### src/design/sfd_pkg.sv
package sfd_pkg;

	localparam int BYTE_W    = 8;
	localparam int CLASS_W   = 2;
	localparam int READING_W = 32;
	localparam int CFG_IDX_W = 3;

	// sync word 55 AA 55 AA
	localparam logic [BYTE_W-1:0] SYNC_A = 8'h55;
	localparam logic [BYTE_W-1:0] SYNC_B = 8'hAA;
	localparam int SYNC_LEN = 4;
	localparam int BODY_LEN = 7;

	// register indexes of the configuration port
	localparam logic [CFG_IDX_W-1:0] CFG_ENABLE      = 3'd0;
	localparam logic [CFG_IDX_W-1:0] CFG_OXYGEN      = 3'd1;
	localparam logic [CFG_IDX_W-1:0] CFG_PH          = 3'd2;
	localparam logic [CFG_IDX_W-1:0] CFG_TEMPERATURE = 3'd3;
	localparam logic [CFG_IDX_W-1:0] CFG_TURBIDITY   = 3'd4;

	// class indexes
	localparam logic [CLASS_W-1:0] CLASS_OXYGEN      = 2'd0;
	localparam logic [CLASS_W-1:0] CLASS_PH          = 2'd1;
	localparam logic [CLASS_W-1:0] CLASS_TEMPERATURE = 2'd2;
	localparam logic [CLASS_W-1:0] CLASS_TURBIDITY   = 2'd3;

	typedef struct packed {
		logic [BYTE_W-1:0] oxygen;
		logic [BYTE_W-1:0] ph;
		logic [BYTE_W-1:0] temperature;
		logic [BYTE_W-1:0] turbidity;
	} type_codes_t;

	typedef struct packed {
		logic [CLASS_W-1:0]   sensor_class;
		logic                 type_unknown;
		logic [BYTE_W-1:0]    type_byte;
		logic [BYTE_W-1:0]    install_location;
		logic [BYTE_W-1:0]    device_number;
		logic [READING_W-1:0] reading_bits;
	} frame_result_t;

endpackage

### src/design/sfd_parser.sv
module sfd_parser
	import sfd_pkg::*;
(
	input  logic              clk,
	input  logic              arst_n,
	input  logic              step,
	input  logic [BYTE_W-1:0] rx_byte,
	input  type_codes_t       codes,
	output logic              res_valid,
	output frame_result_t     res
);

	localparam int BODY_STORE = BODY_LEN - 1;
	localparam logic [2:0] BODY_LAST = 3'(BODY_LEN - 1);

	logic [1:0]        sync_matched_q;
	logic              in_body_q;
	logic [2:0]        body_count_q;
	logic [BYTE_W-1:0] body_q [BODY_STORE];
	logic [CLASS_W-1:0] last_class_q;

	logic [2:0]         hunt_nx;
	logic [CLASS_W-1:0] cls;
	logic               unknown;
	logic               body_last;

	// sliding match of 55 AA 55 AA; a value of SYNC_LEN means found
	always_comb begin
		unique case (sync_matched_q)
			2'd0: hunt_nx = (rx_byte == SYNC_A) ? 3'd1 : 3'd0;
			2'd1: hunt_nx = (rx_byte == SYNC_B) ? 3'd2 : ((rx_byte == SYNC_A) ? 3'd1 : 3'd0);
			2'd2: hunt_nx = (rx_byte == SYNC_A) ? 3'd3 : 3'd0;
			2'd3: hunt_nx = (rx_byte == SYNC_B) ? 3'(SYNC_LEN)
			                : ((rx_byte == SYNC_A) ? 3'd1 : 3'd0);
			default: hunt_nx = 3'd0;
		endcase
	end

	// lowest matching class wins
	always_comb begin
		unknown = 1'b0;
		priority if (body_q[0] == codes.oxygen)      cls = CLASS_OXYGEN;
		else if (body_q[0] == codes.ph)              cls = CLASS_PH;
		else if (body_q[0] == codes.temperature)     cls = CLASS_TEMPERATURE;
		else if (body_q[0] == codes.turbidity)       cls = CLASS_TURBIDITY;
		else begin
			cls     = last_class_q;
			unknown = 1'b1;
		end
	end

	assign body_last = in_body_q && (body_count_q == BODY_LAST);
	assign res_valid = step && body_last;

	always_comb begin
		res.sensor_class     = cls;
		res.type_unknown     = unknown;
		res.type_byte        = body_q[0];
		res.install_location = body_q[1];
		res.device_number    = body_q[2];
		res.reading_bits     = {rx_byte, body_q[5], body_q[4], body_q[3]};
	end

	always_ff @(posedge clk or negedge arst_n) begin
		if (!arst_n) begin
			sync_matched_q <= '0;
			in_body_q      <= 1'b0;
			body_count_q   <= '0;
			last_class_q   <= CLASS_OXYGEN;
		end else if (step) begin
			if (!in_body_q) begin
				if (hunt_nx == 3'(SYNC_LEN)) begin
					sync_matched_q <= '0;
					in_body_q      <= 1'b1;
					body_count_q   <= '0;
				end else begin
					sync_matched_q <= hunt_nx[1:0];
				end
			end else if (body_last) begin
				in_body_q      <= 1'b0;
				body_count_q   <= '0;
				sync_matched_q <= '0;
				last_class_q   <= cls;
			end else begin
				body_count_q <= body_count_q + 3'd1;
			end
		end
	end

	// body store: no reset, every byte is written before the frame reads it
	always_ff @(posedge clk) begin
		if (step && in_body_q && !body_last) begin
			body_q[body_count_q] <= rx_byte;
		end
	end

endmodule

### src/design/sensor_frame_deframer_top.sv
// Sensor frame deframer. Takes one received byte per request on the input
// channel, hunts for the sync word 55 AA 55 AA (sliding one byte at a time),
// then captures a 7-byte body: type code, install location, device number and
// a little-endian 32-bit reading. The seventh body byte yields one result
// request; the type code is matched against four configured codes (lowest
// class wins on equal codes); an unknown code raises type_unknown and reports
// the previous class. Each byte is handled in the cycle it is accepted, so the
// block takes one byte per clock when not stalled; results go through an
// output register backed by a one-entry skid register, and in_stall rises
// only while that skid entry is occupied. Write configuration only while idle;
// with enable low, bytes are accepted and dropped and parser state holds.
module sensor_frame_deframer_top
	import sfd_pkg::*;
(
	input  logic                 clk,
	input  logic                 arst_n,

	input  logic                 in_valid,
	output logic                 in_stall,
	input  logic [BYTE_W-1:0]    rx_byte,

	output logic                 out_valid,
	input  logic                 out_stall,
	output logic [CLASS_W-1:0]   sensor_class,
	output logic                 type_unknown,
	output logic [BYTE_W-1:0]    type_byte,
	output logic [BYTE_W-1:0]    install_location,
	output logic [BYTE_W-1:0]    device_number,
	output logic [READING_W-1:0] reading_bits,

	input  logic                 cfg_valid,
	output logic                 cfg_ready,
	input  logic [CFG_IDX_W-1:0] cfg_index,
	input  logic [BYTE_W-1:0]    cfg_data
);

	logic          enable_q;
	type_codes_t   codes_q;

	logic          in_accept;
	logic          step;
	logic          res_valid;
	frame_result_t res;

	logic          out_valid_q;
	frame_result_t out_q;
	logic          skid_valid_q;
	frame_result_t skid_q;
	logic          out_take;

	// configuration registers, always ready
	assign cfg_ready = 1'b1;

	always_ff @(posedge clk or negedge arst_n) begin
		if (!arst_n) begin
			enable_q            <= 1'b0;
			codes_q.oxygen      <= 8'd0;
			codes_q.ph          <= 8'd1;
			codes_q.temperature <= 8'd2;
			codes_q.turbidity   <= 8'd3;
		end else if (cfg_valid && cfg_ready) begin
			unique case (cfg_index)
				CFG_ENABLE:      enable_q            <= cfg_data[0];
				CFG_OXYGEN:      codes_q.oxygen      <= cfg_data;
				CFG_PH:          codes_q.ph          <= cfg_data;
				CFG_TEMPERATURE: codes_q.temperature <= cfg_data;
				CFG_TURBIDITY:   codes_q.turbidity   <= cfg_data;
				default: ;   // unknown index: drop the write
			endcase
		end
	end

	// stall only while the skid entry holds a result; then there is always a
	// free slot for a result made by the accepted byte
	assign in_stall  = skid_valid_q;
	assign in_accept = in_valid && !in_stall;
	assign step      = in_accept && enable_q;

	sfd_parser u_parser (
		.clk       (clk),
		.arst_n    (arst_n),
		.step      (step),
		.rx_byte   (rx_byte),
		.codes     (codes_q),
		.res_valid (res_valid),
		.res       (res)
	);

	assign out_take = out_valid_q && !out_stall;

	// output register with skid: advance skid into output when taken, park a
	// new result in skid when the output is held
	always_ff @(posedge clk or negedge arst_n) begin
		if (!arst_n) begin
			out_valid_q  <= 1'b0;
			skid_valid_q <= 1'b0;
		end else if (skid_valid_q) begin
			if (out_take) begin
				skid_valid_q <= 1'b0;
			end
		end else if (res_valid) begin
			if (!out_valid_q || out_take) begin
				out_valid_q <= 1'b1;
			end else begin
				skid_valid_q <= 1'b1;
			end
		end else if (out_take) begin
			out_valid_q <= 1'b0;
		end
	end

	always_ff @(posedge clk) begin
		if (skid_valid_q) begin
			if (out_take) begin
				out_q <= skid_q;
			end
		end else if (res_valid) begin
			if (!out_valid_q || out_take) begin
				out_q <= res;
			end else begin
				skid_q <= res;
			end
		end
	end

	assign out_valid        = out_valid_q;
	assign sensor_class     = out_q.sensor_class;
	assign type_unknown     = out_q.type_unknown;
	assign type_byte        = out_q.type_byte;
	assign install_location = out_q.install_location;
	assign device_number    = out_q.device_number;
	assign reading_bits     = out_q.reading_bits;

endmodule

### config.mk
export PLATFORM = sky130hd
export DESIGN_NAME = sensor_frame_deframer_top
export DESIGN_NICKNAME = d
export VERILOG_FILES = /design/src/design/sfd_pkg.sv /design/src/design/sfd_parser.sv /design/src/design/sensor_frame_deframer_top.sv
export SDC_FILE = /design/constraint.sdc
export NUM_CORES = 1
export LEC_CHECK = 0
export BUFFER_PORTS_ARGS = -buffer_cell sky130_fd_sc_hd__buf_2
export CAP_MARGIN = 30
export CELL_PAD_IN_SITES_DETAIL_PLACEMENT = 1
export CELL_PAD_IN_SITES_GLOBAL_PLACEMENT = 1
export CORE_UTILIZATION = 50
export DETAILED_ROUTE_END_ITERATION = 8
export PLACE_DENSITY_LB_ADDON = 0.1
export RECOVER_POWER = 25
export SLEW_MARGIN = 10
export SYNTH_ARGS = -nofsm -noshare
export SYNTH_HDL_FRONTEND = slang
export SYNTH_SLANG_ARGS = --single-unit
### constraint.sdc
create_clock -name clk -period 5.45 [get_ports clk]
set_input_delay 0.545 -clock clk [delete_from_list [all_inputs] [get_ports clk]]
set_output_delay 0.545 -clock clk [all_outputs]
set_load 0.005 [all_outputs]
==> flow_summary.toml, run 1 <==
[outcome]
result_of_the_run = "complete, but fails checks"
violated_checks = "max-capacitance violations, max-slew violations"

[die]
initial_utilization_pct = 52.1
design.core.area_sq_um = 15400
die_area_sq_um = 16600
floorplan.die.width_microns = 129
floorplan.io_pins = 86
placementRows = 45
die-height_microns = 129

[cts]
worstSkewPairLatency_ns = 0.50
cts_made_buffers = 22
cts_root_buf = "sky130_fd_sc_hd__clkbuf_16"
cts_max_level = 1
cts_max_path_buffers = 3
path_clk_slew_ns = 0.06
tritoncts_clock_tree = "built"
clock_sinks = 209

[global_routing]
grt_first_pass_wirelength_mm = 25.9
grt_start_max_net_pins = 67
grt_pass1_vias = 4468
remaining_overflow_grt = 0
grt.total_usage_pct = 21.0
antenna_found_initial = 0

[synth]
synth_simple_gate_area_share_pct = 4.00
yosys.area_share.adder_pct = 0.311
ys_async_sr_fraction_pct = 20.6
synth.mux.area_fraction_pct = 12.9
synth.ff_latch_count = 209
synth-edff-count = 166
syn-instance-count = 443
area_fraction_in_compound_gates_after_synthesis_pct = 1.98
post_synth_xor_area_fraction_pct = 3.49
synth_area_per_cell_sq_um = 18.1
synth.area.top_cells = "sky130_fd_sc_hd__edfxtp_1, sky130_fd_sc_hd__mux2_2, sky130_fd_sc_hd__dfrtp_1"
postSynthNetCount = 469
synth.yosys.seq_area_share_pct = 75.5
synth_cell_types = 45
synthDominantAreaCellType = "sky130_fd_sc_hd__edfxtp_1"
ys_warn_count = 0
synth_top_family_by_area = "multiplexers"
top_reg_cell_synth = "sky130_fd_sc_hd__edfxtp_1"
synthesized_area_sq_um = 8040
synth_largest_type_area_fraction_pct = 62.0

[worst_hold_path]
hold_path_depth = 2
timing.hold.worst_endpoint = "codes_q[23]"
worst_hold_startpoint = "cfg_data[7]"
hold_path.class = "in2reg"

[place]
detailedPlacementHpwl_mm = 10.7
dp.cells = 725
placed_cell_area_sq_um = 8660
gpl.final_weighted_congestion = 0.787
portBuffers = 84

[layout]
utilization_pct = 61.2
area.growth.synth_to_final_pct = 17.4
drive_above_1_share_pct = 39.1
antennaDiodeCount = 0
fin_area_sq_um = 9440
finalNonFillerCells = 769
fin_nets = 568

[critical_path]
reg2reg_slack_ns = 2.48
cp_data_required_time_ns = 5.59
worst_setup_sp_type = "flip-flop"
critPathArrivalTime_ns = 3.11
critical_path.reg2reg.startpoint = "in_stall"
setup.worst_path.class = "reg2reg"
timing.rr.end = "install_location[7]"
delay_of_the_slowest_critical_path_stage_ns = 0.47
timing.critical_path.slowest_stage_cell = "sky130_fd_sc_hd__a21oi_4"
crit_path_end_kind = "flip-flop"
r2r.worst_path.cells = 7
timing.critical_path.cells = "and3b_1, nand2_1, nor2_1, a21oi_1, a21oi_4, buf_16, buf_4"
path_max_fanout = 31

[timing]
finalHoldViolCount = 0
fmaxAchievable_mhz = 337
timing.clock.skew_ns = 0.0168
tightest_slew_ns = 1.72
final_max_slew_viol_count = 31
min_period_ns = 2.97
rsz0062_at_grt = "no"
final.period_utilization_pct = 54.5
setup_total_negative_slack_ns = 0
setup_viol = 0
slew-limit-headroom_pct = -14.7

[drt]
post_drt_antenna_nets = 0
detail_route.vias_per_cell = 5.33
detail_route.iter0.violations = 213
drt_pass1_iterations = 4
routedWlPerCell_microns = 21.7
detailroute.via_count = 4096
wirelength_mm = 16.7
route.detailed.drc = 0

[pwr]
power_density_nw_per_um2 = 369
power.total_mw = 3.49
leakagePower_nw = 3.36
vdd_ir_drop_max_uv = 257

[job]
max_cap_viol_count = 1
-- per-stage QoR --
stage | hold WS [ns] | setup slack (ns)
6_report | 0.338 | 2.48
2_1_floorplan | 0.249 | 0.804
5_1_grt | 0.334 | 2.29
3_5_place_dp | 0.431 | 1.99
3_3_place_gp | 0.429 | 2.20
4_1_cts | 0.239 | 2.16
-- worst max path at each step --
stage               slack [ns]     start                   to
global placement          2.20  in_valid         type_byte[2]
CTS                       2.16  in_stall  install_location[7]
finish                    2.48  in_stall  install_location[7]
floorplan                 0.80  in_valid     device_number[0]
global route              2.29  in_stall  install_location[7]
detailed placement        1.99  in_valid     reading_bits[14]
-- what timing repair did --
| action | in CTS | in global routing |
|---|---|---|
| resized for setup | 0 | 0 |
| endpoints found under the hold margin | 0 | 12 |
| hold buffers | 0 | 1 |
| buffers inserted | 0 | 0 |
-- critical path, delay by kind of cell (launching register included) --
family	cells	cell delay, ns
compound gates	2	0.60
buf+inv	2	0.61
flops	1	0.40
simple gates	3	0.95
-- cell usage in the layout (no fill, tap or decap), types with 2 or more instances in the layout --
cell / n
sky130_fd_sc_hd__clkbuf_1: 16
sky130_fd_sc_hd__ha_1: 2
sky130_fd_sc_hd__buf_4: 5
sky130_fd_sc_hd__dfstp_2: 4
sky130_fd_sc_hd__nor2_1: 9
sky130_fd_sc_hd__xnor2_1: 16
sky130_fd_sc_hd__nand4_1: 6
sky130_fd_sc_hd__dfrtp_1: 38
sky130_fd_sc_hd__mux2_1: 2
sky130_fd_sc_hd__and3_1: 3
sky130_fd_sc_hd__nor4bb_1: 2
sky130_fd_sc_hd__bufinv_16: 3
sky130_fd_sc_hd__xor2_1: 16
sky130_fd_sc_hd__mux2_2: 90
sky130_fd_sc_hd__clkbuf_16: 22
sky130_fd_sc_hd__clkinvlp_4: 3
sky130_fd_sc_hd__nor4_1: 5
sky130_fd_sc_hd__buf_2: 75
sky130_fd_sc_hd__edfxtp_1: 166
sky130_fd_sc_hd__a21oi_1: 3
sky130_fd_sc_hd__o21ai_0: 9
sky130_fd_sc_hd__inv_1: 6
sky130_fd_sc_hd__nor3_1: 3
sky130_fd_sc_hd__nand2_1: 16
sky130_fd_sc_hd__nor2_2: 2
sky130_fd_sc_hd__clkinv_1: 2
-- flip-flops by register name (all words and copies together), names as in the netlist --
name and count:
out_valid 1, install_location 8, in_stall 1, enable_q 1, u_parser.last_class_q 2, u_parser.in_body_q 1, u_parser.body_count_q 3, type_byte 8
skid_q 59, reading_bits 32, u_parser.sync_matched_q 2, sensor_class 2, codes_q 32, device_number 8, u_parser.body_q 48, type_unknown 1
-- synth_stat cells, types with 3 or more instances --
cell / n
sky130_fd_sc_hd__nand2_1: 16
sky130_fd_sc_hd__nor2_1: 9
sky130_fd_sc_hd__clkbuf_1: 4
sky130_fd_sc_hd__buf_2: 9
sky130_fd_sc_hd__dfrtp_1: 39
sky130_fd_sc_hd__edfxtp_1: 166
sky130_fd_sc_hd__buf_6: 5
sky130_fd_sc_hd__inv_1: 6
sky130_fd_sc_hd__o21ai_0: 9
sky130_fd_sc_hd__nand4_1: 6
sky130_fd_sc_hd__nor4_1: 6
sky130_fd_sc_hd__xor2_1: 16
sky130_fd_sc_hd__xnor2_1: 16
sky130_fd_sc_hd__nor3_1: 3
sky130_fd_sc_hd__dfstp_2: 4
sky130_fd_sc_hd__mux2_2: 90
sky130_fd_sc_hd__a21oi_1: 4
sky130_fd_sc_hd__and3_1: 4
-- kinds of logic after synthesis --
kind of cell / Yosys count
xor gates and xnor gates: 32
adders and majority gates: 2
AOI/OAI and AO/OA: 23
DFF: 209
other: 1
buffers and inverters: 25
muxes: 92
and+or+nand+nor: 59
-- report_power, final --
| group | internal, mW | total, mW | switching, mW |
|---|---|---|---|
| clock network | 0.908 | 1.52 | 0.614 |
| logic | 0.0806 | 0.156 | 0.0754 |
| registers | 1.77 | 1.81 | 0.0383 |
| total | 2.76 | 3.49 | 0.727 |
-- cell type report --
| class | count | area [sq um] |
|---|---|---|
| Multi-Input combinational cell | 209 | 1840 |
| Clock buffer | 28 | 583 |
| Clock inverter | 12 | 159 |
| Timing Repair Buffer | 94 | 499 |
| Inverter | 6 | 22.5 |
| Fill cell | 1427 | 5990 |
| Tap cell | 211 | 264 |
| Sequential cell | 209 | 6070 |
-- metal layers --
| layer | track usage (%) | share of wire (%) | vias up | wire (microns) |
|---|---|---|---|---|
| li1 | - | - | 1880 | - |
| met1 | 29.4 | 46 | 2090 | 7600 |
| met2 | 35.0 | 49 | 103 | 8180 |
| met3 | 3.12 | 3.7 | 23 | 617 |
| met4 | 4.78 | 1.5 | 0 | 257 |
| met5 | 0 | 0 | - | 0 |
Note: power is estimated with default switching activity, not from simulation.
==> run 2, diff against run 1 <==
--- a/config.mk
+++ b/config.mk
@@ -5,11 +5,12 @@
 export SDC_FILE = /design/constraint.sdc
 export NUM_CORES = 1
 export LEC_CHECK = 0
+export ABC_AREA = 1
 export BUFFER_PORTS_ARGS = -buffer_cell sky130_fd_sc_hd__buf_2
 export CAP_MARGIN = 30
 export CELL_PAD_IN_SITES_DETAIL_PLACEMENT = 1
 export CELL_PAD_IN_SITES_GLOBAL_PLACEMENT = 1
-export CORE_UTILIZATION = 50
+export CORE_UTILIZATION = 43
 export DETAILED_ROUTE_END_ITERATION = 8
 export PLACE_DENSITY_LB_ADDON = 0.1
 export RECOVER_POWER = 25
==> constraint.sdc (replaced) <==
create_clock -name clk -period 2.5 [get_ports clk]
set_input_delay 0.25 -clock clk [delete_from_list [all_inputs] [get_ports clk]]
set_output_delay 0.25 -clock clk [all_outputs]
set_load 0.005 [all_outputs]
==> run 2 against run 1 <==
Against the previous run:
- the run now ends clean
- sequential power up 120%
- clock-buffer cell count rose by 11
- cell area grew 1.4%
- critical path depth increased by 2
- cell count increased by 32%
- first-iteration DRC count rose by 6.6%
- register-to-register slack got worse by 2.2 ns
- highest routed layer unchanged
==> flow_summary.toml, run 2 <==
[layout]
fin_nets = 795
biggestRegsByFlops = "skid_q (59), u_parser.body_q (48)"
utilization_pct = 52.4
biggest_register = "skid_q"
layout_common_cells = "sky130_fd_sc_hd__nand2_1, sky130_fd_sc_hd__edfxtp_1, sky130_fd_sc_hd__buf_2"
final.fill_count = 1915
layout.cells.most_common = "sky130_fd_sc_hd__nand2_1"
antennaDiodeCount = 0
drive_above_1_share_pct = 18.4
area.growth.synth_to_final_pct = 17.4
largest_register_ff_count = 59

[cts]
worstSkewPairLatency_ns = 0.51
cts_max_path_buffers = 3
post_cts_resize_count = 0
clock_sinks = 209
cts_made_buffers = 23
path_clk_slew_ns = 0.06
cts_root_buf = "sky130_fd_sc_hd__clkbuf_16"
tritoncts_clock_tree = "built"
cts_max_level = 1

[synth]
syn-instance-count = 670
synth-edff-count = 166
synth.ff_latch_count = 209
synth_common_cells = "sky130_fd_sc_hd__nand2_1, sky130_fd_sc_hd__edfxtp_1, sky130_fd_sc_hd__dfrtp_1"
ys_async_sr_fraction_pct = 20.6
synthesized_area_sq_um = 8150
synth_largest_type_area_fraction_pct = 61.1
synthDominantAreaCellType = "sky130_fd_sc_hd__edfxtp_1"
most_frequent_cell_after_synthesis = "sky130_fd_sc_hd__nand2_1"
synth_area_per_cell_sq_um = 12.2
top_reg_cell_synth = "sky130_fd_sc_hd__edfxtp_1"
synth.yosys.seq_area_share_pct = 74.4
synth.area.top_cells = "sky130_fd_sc_hd__edfxtp_1, sky130_fd_sc_hd__dfrtp_1, sky130_fd_sc_hd__nand2_1"
postSynthNetCount = 696
synth_cell_types = 35
ys_warn_count = 0

[die]
floorplan.die.width_microns = 140
die-height_microns = 140
design.core.area_sq_um = 18300
floorplan.io_pins = 86
placementRows = 49
initial_utilization_pct = 44.6
die_area_sq_um = 19500

[timing]
setup_total_negative_slack_ns = 0
final_setup_margin_ns = 0.308
final.period_utilization_pct = 87.7
timing.clock.skew_ns = 0.0254
min_period_ns = 2.19
slew-limit-headroom_pct = 49.0
fmaxAchievable_mhz = 456
tightest_slew_ns = 0.764
rsz0062_at_grt = "no"
setup_viol = 0
finalHoldViolCount = 0
final_max_slew_viol_count = 0

[critical_path]
worst_setup_sp_type = "flip-flop"
worstSetupStartpoint = "u_parser.body_count_q[0]"
delay_of_the_slowest_critical_path_stage_ns = 0.42
timing.critical_path.max_delay_family = "buffers and inverters"
cp_data_required_time_ns = 2.65
critPathArrivalTime_ns = 2.35
path_max_fanout = 56
critical_path.reg2reg.startpoint = "u_parser.body_count_q[0]"
setup.worst_path.class = "reg2reg"
timing.critical_path.cells = "inv_1, ha_1, nand2_1, nor2_1, inv_1, nor2_4, a21oi_1, a21oi_4, buf_12"
most_frequent_cell_on_the_critical_path = "sky130_fd_sc_hd__inv_1"
timing.critical_path.slowest_stage_cell = "sky130_fd_sc_hd__dfrtp_1"
crit_path_end_kind = "flip-flop"
cp_num_buf_inv = 3

[place]
portBuffers = 84
detailedPlacementHpwl_mm = 11.8
dp_slack_ns = 0.377
gpl.final_weighted_congestion = 0.803

[global_routing]
grt.total_usage_pct = 19.1
grt_start_max_net_pins = 74
remaining_overflow_grt = 0
grt_first_pass_wirelength_mm = 28.9
antenna_found_initial = 0
grt_pass1_vias = 5409

[worst_hold_path]
hold_path.class = "in2reg"
worst_hold_startpoint = "cfg_data[6]"

[pwr]
vdd_ir_drop_max_uv = 371
power.total_mw = 7.47
leakagePower_nw = 3.87
power_density_nw_per_um2 = 780

[job]
max_cap_viol_count = 0

[drt]
drt_pass1_iterations = 4
routedWlPerCell_microns = 17.4
route.detailed.drc = 0
detail_route.iter0.violations = 227
detail_route.vias_per_cell = 4.93
wirelength_mm = 17.6
detailroute.via_count = 5001
post_drt_antenna_nets = 0

[outcome]
result_of_the_run = "complete, no violations"
[run 2: cell types whose count changed after synthesis, sizes merged, moves of 5 or more]
cell	change
inv	+39
nand3	+16
o21ai	+37
nor2	+17
or2	+5
nand2	+235
mux2	-92
xnor2	-11
[run 2: path summary, 6_finish.rpt]
path	depth (start not counted)	end	slack (ns)
worst max-delay path	9	reading_bits[10]	0.31
worst min-delay path	3	codes_q[30]	0.05
worst max register to register	9	reading_bits[10]	0.31
worst min register to register	0	skid_q[42]	0.45
max in group asynchronous	3	codes_q[9]	1.42
min in group asynchronous	2	u_parser.body_count_q[1]	0.33
[run 2: final cells by class]
class / count / area [sq um] / share of cell area [%]
clock buffers: 39 / 686 / 7.16
well taps: 229 / 287 / 2.99
repair buffers: 96 / 514 / 5.37
inverters: 46 / 173 / 1.80
multi-input cells: 393 / 1810 / 18.9
clock inverters: 3 / 43.8 / 0.457
flip-flops and latches: 209 / 6070 / 63.4
[run 2: power breakdown]
part / total [mW] / internal [mW] / switching, mW
sequential: 3.92 / 3.84 / 0.0780
clock: 3.24 / 1.96 / 1.28
combinational: 0.317 / 0.121 / 0.195
[run 2: per-stage QoR]
stage | instance area [sq um] | hold WS [ns] | instances
2_1_floorplan | 8170 | -0.0456 | 670
3_3_place_gp | 8870 | 0.336 | 972
3_5_place_dp | 8870 | 0.350 | 972
4_1_cts | 9610 | 0.0448 | 1015
5_1_grt | 9580 | 0.0683 | 1015
6_report | 9580 | 0.0497 | 1015
[run 2: repair_timing]
item	in CTS	in global routing
hold buffers	1	0
buffers inserted	0	0
setup endpoints to repair	0	0
hold endpoints to repair	29	0
[run 2: kinds of logic after synthesis]
group / count (synthesis) / synth area share (%)
simple gates: 316 / 16.3
other cells: 1 / 0.0460
fa+ha+maj: 2 / 0.307
buf+inv: 68 / 3.42
compound gates: 55 / 3.48
flops: 209 / 74.4
xor+xnor: 19 / 2.04
[run 2: worst min-delay path: stages]
cell and delay [ns]:
sky130_fd_sc_hd__buf_2 0.07, sky130_fd_sc_hd__inv_1 0.07, sky130_fd_sc_hd__o21ai_1 0.13
[run 2: routing by layer]
layer / global-route usage, % / part of all wire, % / vias to the layer above / wire (microns)
met5: 0 / 0 / - / 0
met4: 5.44 / 1.6 / 0 / 278
met3: 2.89 / 3.7 / 23 / 644
met2: 32.0 / 49 / 91 / 8590
met1: 26.0 / 46 / 2452 / 8100
li1: - / - / 2435 / -
